--- src/rusi_pkg.sv ---
`timescale 1ns / 1ps

package rusi_pkg;

    // default field format
    parameter int COORD_WIDTH_DEF = 32;
    parameter int FRAC_BITS_DEF   = 16;

    // fraction bits of the unit direction (Q2.30)
    parameter int UNIT_FRAC = 30;

    // advance and valid for one pipelined unit
    typedef struct packed {
        logic en;
        logic vld;
    } t_pipe_ctl;

endpackage

--- src/rusi_sqrt_pipe.sv ---
`timescale 1ns / 1ps

module rusi_sqrt_pipe #(
    parameter int RAD_W = 62,
    parameter int SB_W  = 1
) (
    input  logic                  i_clk,
    input  logic                  i_rst_n,
    input  rusi_pkg::t_pipe_ctl   i_ctl,
    input  logic [RAD_W-1:0]      i_rad,
    input  logic [SB_W-1:0]       i_sb,
    output logic                  o_vld,
    output logic [RAD_W/2-1:0]    o_root,
    output logic [SB_W-1:0]       o_sb
);

    localparam int ROOT_W = RAD_W / 2;
    localparam int TR_W   = RAD_W + 1;

    logic [RAD_W-1:0]  s_rem  [0:ROOT_W];
    logic [ROOT_W-1:0] s_root [0:ROOT_W];
    logic [SB_W-1:0]   s_sb   [0:ROOT_W];
    logic [ROOT_W:0]   s_v;

    assign s_rem[0]  = i_rad;
    assign s_root[0] = '0;
    assign s_sb[0]   = i_sb;
    assign s_v[0]    = i_ctl.vld;

    // one root bit per stage, remainder kept as radicand minus root squared
    for (genvar k = 0; k < ROOT_W; k++) begin : g_stage
        localparam int B = ROOT_W - 1 - k;
        logic [TR_W-1:0]   n_trial;
        logic              n_take;
        logic [RAD_W-1:0]  r_rem;
        logic [ROOT_W-1:0] r_root;
        logic [SB_W-1:0]   r_sb;
        logic              r_v;

        assign n_trial = (TR_W'(s_root[k]) << (B + 1)) + (TR_W'(1) << (2 * B));
        assign n_take  = {1'b0, s_rem[k]} >= n_trial;

        always_ff @(posedge i_clk) begin
            if (!i_rst_n) begin
                r_v <= 1'b0;
            end else if (i_ctl.en) begin
                r_v <= s_v[k];
            end
        end

        always_ff @(posedge i_clk) begin
            if (i_ctl.en) begin
                r_rem  <= n_take ? s_rem[k] - n_trial[RAD_W-1:0] : s_rem[k];
                r_root <= n_take ? (s_root[k] | (ROOT_W'(1) << B)) : s_root[k];
                r_sb   <= s_sb[k];
            end
        end

        assign s_rem[k+1]  = r_rem;
        assign s_root[k+1] = r_root;
        assign s_sb[k+1]   = r_sb;
        assign s_v[k+1]    = r_v;
    end

    assign o_vld  = s_v[ROOT_W];
    assign o_root = s_root[ROOT_W];
    assign o_sb   = s_sb[ROOT_W];

endmodule

--- config.mk ---
export PLATFORM = sky130hd
export DESIGN_NAME = rusi_sqrt_pipe
export DESIGN_NICKNAME = d
export VERILOG_FILES = /design/src/rusi_pkg.sv /design/src/rusi_sqrt_pipe.sv
export SDC_FILE = /design/constraint.sdc
export NUM_CORES = 2
export LEC_CHECK = 0
export BUFFER_PORTS_ARGS = -buffer_cell sky130_fd_sc_hd__buf_4
export CORE_AREA = 2 2 587 589
export CTS_CLUSTER_DIAMETER = 150
export DETAILED_ROUTE_END_ITERATION = 8
export DIE_AREA = 0 0 589 591
export GPL_ROUTABILITY_DRIVEN = 0
export PLACE_DENSITY = 0.58
export SETUP_SLACK_MARGIN = 0.1
export SKIP_LAST_GASP = 1
export SYNTH_ARGS = -nofsm -noshare
export SYNTH_HDL_FRONTEND = slang
export SYNTH_SLANG_ARGS = --single-unit
--- constraint.sdc ---
create_clock -name i_clk -period 4.9 [get_ports i_clk]
set_clock_uncertainty 0.1 [all_clocks]
set_input_delay 0.49 -clock i_clk [delete_from_list [all_inputs] [get_ports i_clk]]
set_output_delay 0.49 -clock i_clk [all_outputs]
set_load 0.005 [all_outputs]
==> load_flow_metrics.sql <==
INSERT INTO impl_metrics (metric_group, metric, value, unit) VALUES
('global_routing', 'via_count_of_the_first_global_routing_pass', '74980', ''),
('critical_path', 'series_of_cell_instances_along_the_critical_path', 'or2_2 -> or3_1 -> or4_1 -> nor4_2 -> a2111oi_0 -> o211ai_1 -> buf_4 -> o311ai_1 -> buf_4 -> nor3_1 -> xor2_1', ''),
('synthesis', 'synthesis.area', '115800', 'um2'),
('floorplanning', 'rows', '215', ''),
('cts', 'cts_setup_buffers', '0', ''),
('critical_path', 'critical_path.top_delay_family', 'simple AND/OR/NAND/NOR gates', ''),
('synthesis', 'synth_compound_gate_area_share', '9.423', '%'),
('synthesis', 'synthMuxAreaShare', '0.8730', '%'),
('synthesis', 'netlist_top_cells_area', 'edfxtp_1, ha_1, xor2_1, xnor2_1, a21oi_1', ''),
('critical_path', 'worstSetupEndpointType', 'flip-flop', ''),
('synthesis', 'syn_inst', '9249', ''),
('critical_path', 'cpMaxStageDelayCell', 'nor4_2', ''),
('synthesis', 'postSynthAreaPerCell', '12.52', 'um2'),
('routing', 'drtPass1Iterations', '8', ''),
('cells_and_area', 'layout-area-overhead-vs-synth', '13.94', '%'),
('min_path', 'hold_class', 'input pin to flip-flop', ''),
('outcome', 'outcome', 'finished clean', ''),
('critical_path', 'crit_path_max_fanout', '38', ''),
('sta', 'final.setup.tns', '0', 'ns'),
('synthesis', 'synth_adder_area_share', '5.673', '%'),
('sta', 'finalHoldViolCount', '0', ''),
('global_routing', 'overflow_left_after_global_routing', '0', ''),
('pwr', 'p_per_area', '462.3', 'nW/um2'),
('pwr', 'largest_voltage_drop_on_the_vdd_net', '309.9', 'uV'),
('cts', 'cts-root-to-sink-buffers', '4', ''),
('floorplanning', 'dieWidth', '589', 'um'),
('synthesis', 'synth_xor_xnor_area_share', '6.247', '%'),
('floorplanning', 'core_area', '341900', 'um2'),
('cts', 'clk_pin_slew', '0.06', 'ns'),
('critical_path', 'critical_path_class', 'flip-flop to flip-flop', ''),
('synthesis', 'synth_simple_gate_area_share', '12.46', '%'),
('synthesis', 'synth_fp_nets', '9841', ''),
('synthesis', 'register_area_share_after_synthesis', '62.43', '%'),
('floorplanning', 'io-pin-count', '100', ''),
('sta', 'setup-violations-final', '0', ''),
('routing', 'initialDrtViolationCount', '5783', ''),
('critical_path', 'cp.buffers_inverters', '2', ''),
('routing', 'remaining_drc_errors', '0', ''),
('routing', 'antenna_violating_nets_post_route', '0', ''),
('critical_path', 'critical-path-max-stage-delay', '0.57', 'ns'),
('synthesis', 'yosys_reg_bits', '2418', ''),
('global_routing', 'grt_max_degree', '171', ''),
('floorplanning', 'start_util', '33.87', '%'),
('placed_design', 'hpwl', '211.3', 'mm'),
('sta', 'period_minus_slack', '4.675', 'ns'),
('placed_design', 'io_buffers', '99', ''),
('routing', 'drt-vias-per-instance', '5.192', ''),
('critical_path', 'cp_startpoint_kind', 'flip-flop', ''),
('pwr', 'power.leakage', '48.85', 'nW'),
('critical_path', 'cp_data_arrival_time', '5.21', 'ns'),
('cts', 'clock-sinks', '2418', ''),
('cts', 'tritoncts', 'done', ''),
('synthesis', 'synth_enable_flop_cells', '2387', ''),
('cells_and_area', 'finish.utilization', '38.59', '%'),
('routing', 'route.detailed.wl_per_inst', '19.58', 'um'),
('critical_path', 'cpMostUsedCell', 'buf_4', ''),
('sta', 'max_clock_freq', '0.2139', 'GHz'),
('sta', 'period_share', '95.41', '%'),
('cts', 'htreeDepth', '5', ''),
('synthesis', 'synth_top_area_share', '61.90', '%'),
('cells_and_area', 'design.final.nets', '10180', ''),
('routing', 'postRouteWirelength', '281.2', 'mm'),
('synthesis', 'synth_top_flop_cell', 'edfxtp_1', ''),
('synthesis', 'synth.largest_area_cell', 'edfxtp_1', ''),
('sta', 'timing.max_slew.rel_slack', '10.43', '%'),
('global_routing', 'antenna_found_initial', '2', ''),
('global_routing', 'grt_use_total', '15.74', '%'),
('sta', 'grt_setup_unrepaired', 'false', ''),
('cts', 'tritoncts.num_buffers', '275', ''),
('floorplanning', 'floorplan.die.height', '591', 'um'),
('synthesis', 'yosys_warnings', '0', '');
==> layout by cell type (no fill, tap or decap), types with 106 or more instances in the layout <==
cell and instances:
clkbuf_16 283, nor2_1 532, nor4_1 337, edfxtp_1 2387, nand2_1 599, inv_1 655, xor2_1 425, o21ai_0 462
nand2b_1 110, a21o_1 234, buf_4 185, nand3_1 180, a21oi_1 506, nand4_1 148, nor3_1 273, xnor2_1 401
ha_1 525, o21a_1 106
==> area by class of cell <==
cell class                      count  area (um2)
Multi-Input combinational cell   5961       40230
Timing Repair Buffer              271        2447
Clock inverter                    157        1510
Tap cell                         4557        5702
Sequential cell                  2418       72300
Clock buffer                      333        7279
Inverter                          656        2462
Antenna cell                        5       12.51
Fill cell                       31740      210000
==> timing repair <==
action	CTS	global route
gates resized for setup	1	0
endpoints found under the hold margin	105	0
endpoints found under the setup margin	5	0
hold buffers	67	0
==> power breakdown <==
group          switching (W)  internal [W]
Combinational        0.00751       0.00508
Clock                0.00827        0.0118
Sequential           0.00215        0.0262
==> sequential cells by signal (all words and copies together), names as in the netlist <==
signal and count:
g_stage.r_rem 1860, g_stage.r_root 465, g_stage.r_sb 30, g_stage.r_v 30, o_root 31, o_sb 1
o_vld 1
==> path summary, 6_finish.rpt <==
| kind | cells after the start | start | endpoint | slack, ns |
|---|---|---|---|---|
| max | 11 | g_stage[19].r_rem[42] | g_stage[20].r_rem[49] | 0.23 |
| min | 2 | i_rad[55] | g_stage[0].r_rem[55] | 0.23 |
| max reg2reg | 11 | g_stage[19].r_rem[42] | g_stage[20].r_rem[49] | 0.23 |
| min reg2reg | 0 | g_stage[6].r_rem[6] | g_stage[7].r_rem[6] | 0.29 |
==> cells in the mapped netlist (30+ instances only) <==
master	count
o211ai_1	34
o31ai_1	42
xnor2_1	401
nand4_1	148
a21o_1	234
a21oi_1	506
mux2i_1	38
ha_1	525
clkbuf_1	181
nand2b_1	110
o21a_1	106
nor4_1	340
a31oi_1	52
nor2b_1	95
o21bai_1	38
dfxtp_1	31
or4_1	64
edfxtp_1	2387
nor2_1	535
xor2_1	425
or2_2	43
and3_1	59
o21ai_0	462
nand3_1	180
nor3_1	273
or3_1	94
inv_1	655
nand2_1	599
nor4b_1	52
nand4b_1	30
a211oi_1	50
mux2_2	56
==> per-stage QoR <==
step                      area [um2]  power [W]  setup WS (ns)  hold WS, ns  instances
after global routing          131900    0.06395         0.1366       0.1821      14350
after detailed placement      122500    0.04108        0.02120       0.3045      13800
after floorplan               115800    0.03679          1.139       0.3003       9249
after CTS                     131900    0.06141         0.2733       0.1490      14350
final                         131900    0.06100         0.2250       0.2270      14360
after global placement        122500    0.04074        0.04821       0.3016      13800
==> cell families (layout without fill, tap and decap cells) <==
kind of cell	count (synthesis)	count (layout)
buffers and inverters	870	1417
muxes	94	94
other	0	5
DFF	2418	2418
AOI/OAI and AO/OA	1755	1755
xor gates and xnor gates	826	826
adders and majority gates	525	525
and+or+nand+nor	2761	2761
==> worst register-to-register path: stages (launching register included) <==
cell       delay (ns)
edfxtp_1         0.46
or2_2            0.36
or3_1            0.49
or4_1            0.48
nor4_2           0.57
a2111oi_0        0.38
o211ai_1         0.22
buf_4            0.43
o311ai_1         0.22
buf_4            0.22
nor3_1           0.19
xor2_1           0.31
==> per-layer routing <==
layer | GRT usage (%) | vias to the layer above | wire length [um]
li1 | - | 35410 | -
met1 | 16.90 | 36280 | 105200
met2 | 30.22 | 2202 | 150100
met3 | 2.297 | 654 | 12430
met4 | 7.143 | 0 | 13460
met5 | 0 | - | 0
No activity file was read; power rests on OpenSTA's default activity.
